`config.mk`:
```
export PLATFORM = sky130hd
export DESIGN_NAME = eight_queens_completion_search
export DESIGN_NICKNAME = d
export VERILOG_FILES = /design/src/design/eqc_pkg.sv /design/src/design/eqc_scan_unit.sv /design/src/design/eqc_stack.sv /design/src/design/eight_queens_completion_search.sv
export SDC_FILE = /design/constraint.sdc
export NUM_CORES = 1
export LEC_CHECK = 0
export ABC_AREA = 1
export BUFFER_PORTS_ARGS = -buffer_cell sky130_fd_sc_hd__buf_2
export CORE_UTILIZATION = 30
export CTS_CLUSTER_DIAMETER = 200
export CTS_CLUSTER_SIZE = 8
export DETAILED_ROUTE_END_ITERATION = 7
export GPL_TIMING_DRIVEN = 0
export PLACE_DENSITY_LB_ADDON = 0.1
export SLEW_MARGIN = 10
export SYNTH_ARGS = -nofsm -noshare
export SYNTH_HDL_FRONTEND = slang
export SYNTH_HIERARCHICAL = 1
export SYNTH_SLANG_ARGS = --single-unit
```
`constraint.sdc`:
```
create_clock -name clk_i -period 6 [get_ports clk_i]
set_input_delay 0 -clock clk_i [delete_from_list [all_inputs] [get_ports clk_i]]
set_output_delay 0 -clock clk_i [all_outputs]
set_load 0.005 [all_outputs]
```
`src/design/eqc_pkg.sv`:
```
// Shared types, constants and board functions for the eight queens completion search.
// No dependencies; every design file refers to this package by scoped names.
package eqc_pkg;

  localparam int BOARD_SIZE_DEF = 8;   // default board edge length
  localparam int STRIDE         = 8;   // bit distance between rows
  localparam int NUM_SQ         = STRIDE * STRIDE;
  localparam int SQ_W           = 6;   // square index width
  localparam int NEXT_W         = SQ_W + 1;  // scan start, may reach NUM_SQ
  localparam int STACK_DEPTH    = 8;
  localparam int LVL_W          = 3;
  localparam int CNT_W          = 4;   // queen count, saturates at 15

  localparam logic [CNT_W-1:0] CNT_MAX = '1;

  // Result of one pass of the scan unit
  typedef struct packed {
    logic              found;
    logic [SQ_W-1:0]   square;
    logic [NUM_SQ-1:0] attack;
  } eqc_scan_res_t;

  // Write request into the search stack
  typedef struct packed {
    logic              we;
    logic [LVL_W-1:0]  idx;
    logic [NUM_SQ-1:0] blocked;
    logic [SQ_W-1:0]   square;
  } eqc_stack_wr_t;

  // Squares whose row and column both lie below the board size
  function automatic logic [NUM_SQ-1:0] on_board_mask(input int n);
    logic [NUM_SQ-1:0] m;
    logic [2:0]        i;
    logic [2:0]        j;
    m = '0;
    for (int k = 0; k < NUM_SQ; k++) begin
      i = k[5:3];
      j = k[2:0];
      m[k] = (int'(i) < n) && (int'(j) < n);
    end
    return m;
  endfunction

  // Squares attacked by a queen on sq: own row, column and both diagonals
  function automatic logic [NUM_SQ-1:0] attack_mask(input int n, input logic [SQ_W-1:0] sq);
    logic [NUM_SQ-1:0] m;
    logic [2:0]        r;
    logic [2:0]        c;
    logic [2:0]        i;
    logic [2:0]        j;
    r = sq[5:3];
    c = sq[2:0];
    m = '0;
    for (int k = 0; k < NUM_SQ; k++) begin
      i = k[5:3];
      j = k[2:0];
      m[k] = (int'(i) < n) && (int'(j) < n) &&
             ((i == r) || (j == c) ||
              ({1'b0, i} + {1'b0, c} == {1'b0, r} + {1'b0, j}) ||
              ({1'b0, i} + {1'b0, j} == {1'b0, r} + {1'b0, c}));
    end
    return m;
  endfunction

endpackage

```
`src/design/eqc_scan_unit.sv`:
```
// Shared scan unit: finds the first candidate square at or after a start index
// and gives the attack mask of that square. Depends on eqc_pkg.
module eqc_scan_unit #(
  parameter int BOARD_SIZE = eqc_pkg::BOARD_SIZE_DEF
) (
  input  logic [eqc_pkg::NUM_SQ-1:0] cand_i,
  input  logic [eqc_pkg::NEXT_W-1:0] start_i,
  output eqc_pkg::eqc_scan_res_t     res_o
);

  logic [eqc_pkg::NUM_SQ-1:0] live;
  logic [eqc_pkg::SQ_W-1:0]   first_sq;

  // Drop candidates below the start index
  always_comb begin
    for (int k = 0; k < eqc_pkg::NUM_SQ; k++) begin
      live[k] = cand_i[k] && (eqc_pkg::NEXT_W'(k) >= start_i);
    end
  end

  // Priority encode the lowest remaining candidate
  always_comb begin
    first_sq = '0;
    for (int k = eqc_pkg::NUM_SQ - 1; k >= 0; k--) begin
      if (live[k]) begin
        first_sq = eqc_pkg::SQ_W'(k);
      end
    end
  end

  assign res_o.found  = |live;
  assign res_o.square = first_sq;
  assign res_o.attack = eqc_pkg::attack_mask(BOARD_SIZE, first_sq);

endmodule

```
`src/design/eqc_stack.sv`:
```
// Search stack: blocked mask and chosen square for each search level.
// Depends on eqc_pkg. Contents are undefined until written.
module eqc_stack (
  input  logic                       clk_i,
  input  eqc_pkg::eqc_stack_wr_t     wr_i,
  input  logic [eqc_pkg::LVL_W-1:0]  rd_idx_i,
  output logic [eqc_pkg::NUM_SQ-1:0] rd_blocked_o,
  output logic [eqc_pkg::SQ_W-1:0]   rd_square_o
);

  logic [eqc_pkg::NUM_SQ-1:0] blocked_stack_q [eqc_pkg::STACK_DEPTH];
  logic [eqc_pkg::SQ_W-1:0]   square_stack_q  [eqc_pkg::STACK_DEPTH];

  // Store one level per write request
  always_ff @(posedge clk_i) begin
    if (wr_i.we) begin
      blocked_stack_q[wr_i.idx] <= wr_i.blocked;
      square_stack_q[wr_i.idx]  <= wr_i.square;
    end
  end

  assign rd_blocked_o = blocked_stack_q[rd_idx_i];
  assign rd_square_o  = square_stack_q[rd_idx_i];

endmodule

```
`src/design/eight_queens_completion_search.sv`:
```
// Eight queens completion search: one request of preset queens in, one solvable bit out.
// Sequence: fold each on-board preset queen into the blocked mask, decide, then run the
// depth-first search by placement and backtrack steps, at most two per non-attacking partial placement
// (data dependent). One request at a time: ready is low until result is taken.
// Reset returns the sequencer to idle and drops any pending result; the stack needs no clear.
// Depends on eqc_pkg, eqc_scan_unit and eqc_stack.
module eight_queens_completion_search #(
  parameter int BOARD_SIZE = eqc_pkg::BOARD_SIZE_DEF
) (
  input  logic        clk_i,
  input  logic        rst_ni,
  input  logic        in_valid_i,
  output logic        in_ready_o,
  input  logic [63:0] preset_queens_i,
  output logic        out_valid_o,
  input  logic        out_ready_i,
  output logic        solvable_o
);

  localparam logic [2:0] ST_IDLE   = 3'd0;
  localparam logic [2:0] ST_COUNT  = 3'd1;
  localparam logic [2:0] ST_DECIDE = 3'd2;
  localparam logic [2:0] ST_SEARCH = 3'd3;
  localparam logic [2:0] ST_DONE   = 3'd4;

  localparam logic [eqc_pkg::NUM_SQ-1:0] OnBoard = eqc_pkg::on_board_mask(BOARD_SIZE);
  localparam logic [eqc_pkg::CNT_W-1:0]  BoardN  = eqc_pkg::CNT_W'(BOARD_SIZE);

  logic [2:0]                  state_q, state_d;
  logic                        valid_q, valid_d;
  logic                        solvable_q, solvable_d;
  logic [eqc_pkg::CNT_W-1:0]   placed_count_q, placed_count_d;
  logic [eqc_pkg::LVL_W-1:0]   level_q, level_d;
  logic [eqc_pkg::CNT_W-1:0]   need_q, need_d;
  logic [eqc_pkg::NEXT_W-1:0]  next_q, next_d;
  logic [eqc_pkg::NUM_SQ-1:0]  board_q, board_d;
  logic [eqc_pkg::NUM_SQ-1:0]  cur_q, cur_d;

  logic [eqc_pkg::NUM_SQ-1:0]  scan_cand;
  eqc_pkg::eqc_scan_res_t      scan_res;
  eqc_pkg::eqc_stack_wr_t      stk_wr;
  logic [eqc_pkg::LVL_W-1:0]   stk_rd_idx;
  logic [eqc_pkg::NUM_SQ-1:0]  stk_blocked;
  logic [eqc_pkg::SQ_W-1:0]    stk_square;
  logic [eqc_pkg::NEXT_W-1:0]  found_next;
  logic [eqc_pkg::CNT_W-1:0]   level_inc;

  assign in_ready_o  = (state_q == ST_IDLE);
  assign out_valid_o = valid_q;
  assign solvable_o  = solvable_q;

  // Presets while counting, free squares while searching
  assign scan_cand = (state_q == ST_COUNT) ? board_q : (~cur_q & OnBoard);

  eqc_scan_unit #(
    .BOARD_SIZE(BOARD_SIZE)
  ) u_scan (
    .cand_i (scan_cand),
    .start_i(next_q),
    .res_o  (scan_res)
  );

  assign stk_rd_idx = level_q - eqc_pkg::LVL_W'(1);

  eqc_stack u_stack (
    .clk_i       (clk_i),
    .wr_i        (stk_wr),
    .rd_idx_i    (stk_rd_idx),
    .rd_blocked_o(stk_blocked),
    .rd_square_o (stk_square)
  );

  assign found_next = {1'b0, scan_res.square} + eqc_pkg::NEXT_W'(1);
  assign level_inc  = {1'b0, level_q} + eqc_pkg::CNT_W'(1);

  // Sequence counting, decision and depth-first search
  always_comb begin
    state_d        = state_q;
    valid_d        = valid_q;
    solvable_d     = solvable_q;
    placed_count_d = placed_count_q;
    level_d        = level_q;
    need_d         = need_q;
    next_d         = next_q;
    board_d        = board_q;
    cur_d          = cur_q;
    stk_wr.we      = 1'b0;
    stk_wr.idx     = level_q;
    stk_wr.blocked = cur_q;
    stk_wr.square  = scan_res.square;

    case (state_q)
      ST_IDLE: begin
        if (in_valid_i) begin
          board_d        = preset_queens_i & OnBoard;
          cur_d          = '0;
          next_d         = '0;
          placed_count_d = '0;
          level_d        = '0;
          state_d        = ST_COUNT;
        end
      end
      ST_COUNT: begin
        // Fold one preset queen per cycle into the blocked mask
        if (scan_res.found) begin
          if (placed_count_q != eqc_pkg::CNT_MAX) begin
            placed_count_d = placed_count_q + eqc_pkg::CNT_W'(1);
          end
          cur_d  = cur_q | scan_res.attack;
          next_d = found_next;
        end else begin
          state_d = ST_DECIDE;
        end
      end
      ST_DECIDE: begin
        if (placed_count_q > BoardN) begin
          solvable_d = 1'b0;
          valid_d    = 1'b1;
          state_d    = ST_DONE;
        end else if (placed_count_q == BoardN) begin
          solvable_d = 1'b1;
          valid_d    = 1'b1;
          state_d    = ST_DONE;
        end else begin
          need_d  = BoardN - placed_count_q;
          level_d = '0;
          next_d  = '0;
          state_d = ST_SEARCH;
        end
      end
      ST_SEARCH: begin
        if (scan_res.found) begin
          // Place a queen: finish, or push this level and descend
          stk_wr.we = 1'b1;
          if (level_inc >= need_q) begin
            solvable_d = 1'b1;
            valid_d    = 1'b1;
            state_d    = ST_DONE;
          end else begin
            cur_d   = cur_q | scan_res.attack;
            level_d = level_q + eqc_pkg::LVL_W'(1);
            next_d  = found_next;
          end
        end else if (level_q == '0) begin
          solvable_d = 1'b0;
          valid_d    = 1'b1;
          state_d    = ST_DONE;
        end else begin
          // Backtrack: restore the parent mask, resume after its square
          level_d = stk_rd_idx;
          cur_d   = stk_blocked;
          next_d  = {1'b0, stk_square} + eqc_pkg::NEXT_W'(1);
        end
      end
      ST_DONE: begin
        // Hold the result until taken
        if (out_ready_i) begin
          valid_d = 1'b0;
          state_d = ST_IDLE;
        end
      end
      default: begin
        state_d = ST_IDLE;
        valid_d = 1'b0;
      end
    endcase
  end

  // Control registers
  always_ff @(posedge clk_i or negedge rst_ni) begin
    if (!rst_ni) begin
      state_q        <= ST_IDLE;
      valid_q        <= 1'b0;
      placed_count_q <= '0;
      level_q        <= '0;
    end else begin
      state_q        <= state_d;
      valid_q        <= valid_d;
      placed_count_q <= placed_count_d;
      level_q        <= level_d;
    end
  end

  // Payload registers
  always_ff @(posedge clk_i) begin
    solvable_q <= solvable_d;
    need_q     <= need_d;
    next_q     <= next_d;
    board_q    <= board_d;
    cur_q      <= cur_d;
  end

endmodule

```
==> Flow_metrics.wiki, run 1 <==
{| class="wikitable"
! Metric !! Value
|-
| Status || complete, but fails checks
|-
| Violated checks || negative setup slack
|-
| Clock insertion delay at the later pin of the skew report || 0.69 ns
|-
| Warnings from Yosys || 6
|-
| Post-synthesis instance area || 35500 µm²
|-
| Sequential area share after synthesis || 60.0%
|-
| Global route total overflow || 0
|-
| Die W || 346 µm
|-
| Clock Path Buffers || 3
|-
| Row cnt || 125
|-
| Placer Congestion || 0.963
|-
| Path type of the worst min-delay path || primary input to register
|-
| Fraction of registers with async set/reset || 1.55%
|-
| Worst setup EP type || register
|-
| Global-route usage over all layers || 21.2%
|-
| TritonCTS clock tree || done
|-
| Root buffer cell || sky130_fd_sc_hd__clkbuf_16
|-
| Die height || 346 µm
|-
| Final Core Density || 37.6%
|-
| Path depth of the worst reg2reg path || 75
|-
| Number of antenna violations at the first check in global routing || 9
|-
| Final setup vio count || 70
|-
| Startpoint class of the critical path || register
|-
| Worst setup timing slack at the placement stage || -2.77 ns
|-
| Critical-path maximum fanout || 8
|-
| PnR worst setup slack || -0.939 ns
|-
| Hold Violations, Final || 0
|-
| End point of the most critical hold path || board_q[24]
|-
| Clock-pin slew on the worst setup and hold paths || 0.06 ns
|-
| Initial DRT Pass Iterations || 6
|-
| Area of the core || 117000 µm²
|-
| Post-Syn Nets || 4062
|-
| Setup repair after global routing missed its margin || true
|-
| Final setup skew || 0.0502 ns
|-
| Actual slew at the worst max-slew pin || 1.33 ns
|-
| Synth Register Bits || 711
|-
| H-tree depth || 3
|-
| Worst max-slew margin expressed relative to the limit || 11.5%
|-
| Crit-path max cell delay || 0.40 ns
|-
| Post-route DRC || 0
|-
| Worst flop-to-flop path endpoint || cur_q[21]
|-
| Most common cell after layout, fill and taps aside || sky130_fd_sc_hd__nand2_1
|-
| Min Tclk post-route || 6.94 ns
|-
| Slowest cell on crit path || sky130_fd_sc_hd__edfxtp_1
|-
| Total CTS buffers || 98
|-
| Global-route wire length before repair || 184000 µm
|-
| Clk sinks || 711
|-
| Die outline area || 120000 µm²
|-
| Crit Path Category || register to register
|-
| Count of routing violations after the opening detailed-route iteration || 2224
|-
| Critical path required time || 6.54 ns
|-
| Wirelength, routed || 128000 µm
|-
| DRT antenna net count || 0
|-
| R2r startpoint || next_q[1]
|-
| Most Frequent Cell on Critical Path || sky130_fd_sc_hd__nand2_1
|-
| Finished Cell Area || 44000 µm²
|-
| Total number of vias || 27800
|-
| Distinct cell type count of the synthesized netlist || 47
|-
| Area growth from synthesis to final layout || 23.8%
|-
| Placement-stage cell area || 38500 µm²
|-
| Post-DR vias/cell || 4.72
|-
| Initial cell density of the core || 30.4%
|-
| Top FF cell, synth || sky130_fd_sc_hd__edfxtp_1
|-
| Number of cells on the worst hold path || 2
|-
| Commonest cells after routing, fill and taps aside || sky130_fd_sc_hd__nand2_1 (1346), sky130_fd_sc_hd__edfxtp_1 (700), sky130_fd_sc_hd__inv_1 (667)
|-
| Arrival time reported for the critical path endpoint || 7.48 ns
|-
| Post-DR wirelength/cell || 21.8 µm
|-
| Start point of the worst min-delay path || preset_queens_i[24]
|-
| Share of the clock period used by the worst path after layout || 116%
|-
| Number of instances in the synthesized netlist || 3957
|-
| Vias in the first global route || 26500
|-
| Net total in the final layout || 4452
|-
| Fmax achieved || 144 MHz
|-
| Final Max Tran Viols || 0
|-
| Average footprint of a synthesized cell || 8.97 µm²
|-
| Layout cells sized above 1 || 15.1%
|-
| Post-synth EDFFs || 700
|-
| Pin count of the biggest net entering global routing || 28
|-
| Final Hold Slack || 0.0562 ns
|-
| Count of input and output buffers || 70
|-
| Max-cap violation count || 0
|-
| Post-detailed-placement half-perimeter wirelength || 89400 µm
|-
| Number of top-level pins || 71
|-
| Minimum setup slack among reg-to-reg paths || -0.94 ns
|}
cells by family (layout without fill, tap and decap cells):
| group | Yosys count | count (layout) | share of synthesized area [%] |
|---|---|---|---|
| AO/OA/AOI/OAI | 262 | 262 | 4.39 |
| AND/OR/NAND/NOR | 2051 | 2052 | 23.8 |
| other | 0 | 2 | 0 |
| buffers and inverters | 865 | 1279 | 9.73 |
| adder cells (fa/ha/maj) | 37 | 37 | 1.32 |
| XOR/XNOR | 31 | 31 | 0.765 |
| flip-flops | 711 | 711 | 60.0 |
worst max-delay path: cells and delay by family (launching register included):
family	cells	cell delay [ns]
and+or+nand+nor	64	4.65
buffers and inverters	6	0.75
DFF	1	0.40
xor gates and xnor gates	1	0.22
adders and majority gates	2	0.55
AOI/OAI and AO/OA	2	0.23
state kept, by name, indices dropped and copies added, names as in the netlist, 4 cells and up:
signal	count
cur_q	64
u_stack/blocked_stack_q	512
next_q	7
board_q	64
u_stack/square_stack_q	48
placed_count_q	4
need_q	4
synth_stat cells, drive strengths merged (4+ instances only):
library cell	n	area share, %
a21oi	21	0.30
a31oi	5	0.088
o21ai	183	2.8
o211ai	29	0.63
dfrtp	11	0.78
xnor2	10	0.25
clkbuf	48	0.51
nor3	15	0.21
buf	107	1.7
ha	36	1.3
or2	4	0.070
o2111ai	9	0.22
nor2	214	2.4
nand3	376	5.5
edfxtp	700	59
o22ai	5	0.16
nand4	36	0.63
xor2	21	0.52
nand2	1401	15
inv	708	7.5
o21bai	5	0.11
per-layer routing:
| layer | track usage (%) | wire, µm | vias up |
|---|---|---|---|
| met5 | 0 | 0 | - |
| met4 | 5.96 | 3220 | 0 |
| met3 | 3.30 | 8320 | 165 |
| met2 | 34.3 | 59100 | 841 |
| met1 | 29.2 | 57600 | 13400 |
| li1 | - | - | 13400 |
what timing repair did:
item	in CTS	in global routing
buffers inserted	40	60
endpoints found under the setup margin	79	241
cloned	0	1
hold buffers	92	0
gates resized for setup	239	110
pin swaps	111	76
hold endpoints to repair	84	0
worst max path at each step:
| stage | slack (ns) | start | cells after the start | endpoint |
|---|---|---|---|---|
| 2_1_floorplan | -0.23 | next_q[6] | 18 | u_stack/blocked_stack_q[1][0] |
| 5_1_grt | -1.53 | state_q[1] | 81 | cur_q[21] |
| 3_5_place_dp | -2.77 | next_q[2] | 73 | cur_q[39] |
| 6_report | -0.94 | next_q[1] | 75 | cur_q[21] |
| 3_3_place_gp | -5.19 | next_q[6] | 18 | u_stack/blocked_stack_q[7][31] |
| 4_1_cts | -0.80 | state_q[1] | 81 | cur_q[21] |
metrics by stage:
stage,TNS (ns),std cells
finish,-53.96,5898
global route,-97.16,5897
CTS,-45.63,5836
detailed placement,-157.79,5581
global placement,-3389.93,5551
floorplan,-129.90,3957
layout make-up:
type	instances	area [µm²]
Antenna cell	2	5.00
Buffer	152	820
Clock buffer	123	2590
Clock inverter	2	25.0
Fill cell	11700	72900
Inverter	710	2690
Multi-Input combinational cell	2382	11800
Sequential cell	711	21300
Tap cell	1524	1910
Timing Repair Buffer	292	2810
Power of run 1 is left out: the tool's default activity adds up to more than one toggle a clock period on the data nets, which glitch-free logic cannot reach.
==> run 2, diff against run 1 <==
- PLACE_DENSITY_LB_ADDON: 0.1 -> default
==> Flow_metrics.wiki, run 2 (synthesis gave the netlist of run 1 again) <==
{| class="wikitable"
! Metric !! Value
|-
| Status || complete, but fails checks
|-
| Violated checks || negative setup slack
|-
| Min Tclk post-route || 7.00 ns
|-
| Final setup vio count || 70
|-
| Clock insertion delay at the later pin of the skew report || 0.69 ns
|-
| DRT antenna net count || 0
|-
| Timing startpoint of the critical path || state_q[1]
|-
| Commonest cells after routing, fill and taps aside || sky130_fd_sc_hd__nand2_1 (1341), sky130_fd_sc_hd__edfxtp_1 (700), sky130_fd_sc_hd__inv_1 (666)
|-
| Wirelength, routed || 120000 µm
|-
| Minimum setup slack among reg-to-reg paths || -1.00 ns
|-
| End point of the most critical hold path || board_q[46]
|-
| Number of antenna violations at the first check in global routing || 5
|-
| Startpoint class of the critical path || register
|-
| Total CTS buffers || 98
|-
| Final setup skew || 0.0437 ns
|-
| Row cnt || 125
|-
| Hold Violations, Final || 0
|-
| Die outline area || 120000 µm²
|-
| PnR worst setup slack || -1.00 ns
|-
| Number of buffers and inverters on the critical path || 8
|-
| Number of top-level pins || 71
|-
| Clock Path Buffers || 3
|-
| Die W || 346 µm
|-
| Most Frequent Cell on Critical Path || sky130_fd_sc_hd__nand2_1
|-
| Count of input and output buffers || 70
|-
| Worst setup EP type || register
|-
| Root buffer cell || sky130_fd_sc_hd__clkbuf_16
|-
| Slowest cell on crit path || sky130_fd_sc_hd__fa_2
|-
| Setup repair after global routing missed its margin || true
|-
| Area growth from synthesis to final layout || 23.8%
|-
| Worst max-slew margin expressed relative to the limit || 17.5%
|-
| Path type of the worst min-delay path || primary input to register
|-
| Initial cell density of the core || 30.4%
|-
| Critical path required time || 6.41 ns
|-
| Arrival time reported for the critical path endpoint || 7.42 ns
|-
| Worst flop-to-flop path endpoint || cur_q[33]
|-
| Placer Congestion || 0.980
|-
| Final Max Tran Viols || 0
|-
| Post-route DRC || 0
|-
| Layout cells sized above 1 || 15.7%
|-
| Most common cell after layout, fill and taps aside || sky130_fd_sc_hd__nand2_1
|-
| R2r startpoint || state_q[1]
|-
| Clock-pin slew on the worst setup and hold paths || 0.06 ns
|-
| Area occupied by registers || 21300 µm²
|-
| Aggregate negative setup slack || -57.84 ns
|-
| Share of the clock period used by the worst path after layout || 117%
|-
| Fill cells || 11400
|-
| H-tree depth || 3
|-
| Fmax achieved || 143 MHz
|-
| Crit Path Category || register to register
|-
| Area of the core || 117000 µm²
|-
| Global route total overflow || 0
|-
| Clk sinks || 711
|-
| Critical-path maximum fanout || 6
|-
| Initial DRT Pass Iterations || 6
|-
| Post-detailed-placement half-perimeter wirelength || 84000 µm
|-
| Pin count of the biggest net entering global routing || 29
|-
| Number of flip-flops in the largest register || 512
|-
| Total number of vias || 28200
|-
| Die height || 346 µm
|-
| Actual slew at the worst max-slew pin || 1.24 ns
|-
| Final non-filler cell total || 5870
|-
| Post-DR vias/cell || 4.80
|-
| TritonCTS clock tree || done
|-
| Crit-path max cell delay || 0.59 ns
|-
| Largest register by flop count || u_stack/blocked_stack_q
|-
| Net total in the final layout || 4433
|-
| Number of cells on the worst hold path || 2
|-
| Post-DR wirelength/cell || 20.4 µm
|-
| Cell family with the largest share of critical-path delay || simple AND/OR/NAND/NOR gates
|-
| Max-cap violation count || 0
|-
| Path depth of the worst reg2reg path || 79
|-
| Start point of the worst min-delay path || preset_queens_i[46]
|-
| Global-route usage over all layers || 19.6%
|-
| Count of routing violations after the opening detailed-route iteration || 2664
|-
| Instance count after placement with tap cells included || 5580
|-
| Global-route wire length before repair || 174000 µm
|-
| Total area of multi-input combinational cells || 12000 µm²
|-
| Biggest regs || u_stack/blocked_stack_q (512), board_q (64), cur_q (64)
|-
| Vias in the first global route || 27100
|}
run 2: cell types whose count changed in the layout (fill, tap and decap cells not counted), moves of 5 or more:
cell,change
sky130_fd_sc_hd__dlygate4sd3_1,-24
sky130_fd_sc_hd__clkbuf_1,-13
sky130_fd_sc_hd__nand2_8,+7
sky130_fd_sc_hd__nor2_2,-6
sky130_fd_sc_hd__nor2_4,+6
sky130_fd_sc_hd__o2111ai_4,-6
sky130_fd_sc_hd__o21ai_0,-6
sky130_fd_sc_hd__nand2_1,-5
run 2: metal layers:
layer / track usage, % / vias up / share of wire [%]
li1: - / 13400 / -
met1: 25.5 / 13500 / 42
met2: 32.0 / 1108 / 46
met3: 3.27 / 257 / 7.5
met4: 8.79 / 2 / 4.4
met5: 0 / - / 0.015
run 2: worst max-delay path by stage:
stage / end / slack, ns / cells after the start
floorplan: u_stack/blocked_stack_q[1][0] / -0.23 / 18
global placement: u_stack/blocked_stack_q[2][33] / -4.53 / 18
detailed placement: cur_q[39] / -3.02 / 73
CTS: cur_q[40] / -0.78 / 83
global route: cur_q[15] / -1.53 / 83
finish: cur_q[33] / -1.00 / 79
run 2: final cells by class:
type	instances	area share [%]
Timing Repair Buffer	272	6.06
Antenna cell	2	0.0114
Clock buffer	111	5.78
Buffer	153	1.92
Multi-Input combinational cell	2382	27.2
Inverter	710	6.12
Tap cell	1524	4.34
Sequential cell	711	48.4
Clock inverter	5	0.148
run 2: per-stage QoR:
stage	setup slack [ns]	instance area, µm²	hold slack, ns	util [%]
floorplan	-0.227	35500	-0.296	-
finish	-1.00	44000	0.0300	37.6
global route	-1.53	44000	0.0257	37.6
detailed placement	-3.02	38500	-0.0989	32.9
global placement	-4.53	37800	-0.103	32.3
CTS	-0.780	43400	0.00443	37.1
run 2: what timing repair did:
action,CTS,global route
endpoints found under the setup margin,79,133
setup buffers,79,27
hold endpoints to repair,83,0
hold buffers,68,0
resized for setup,291,96
pin swaps,132,72
gates cloned,0,1
Power of run 2 is left out for the same reason.
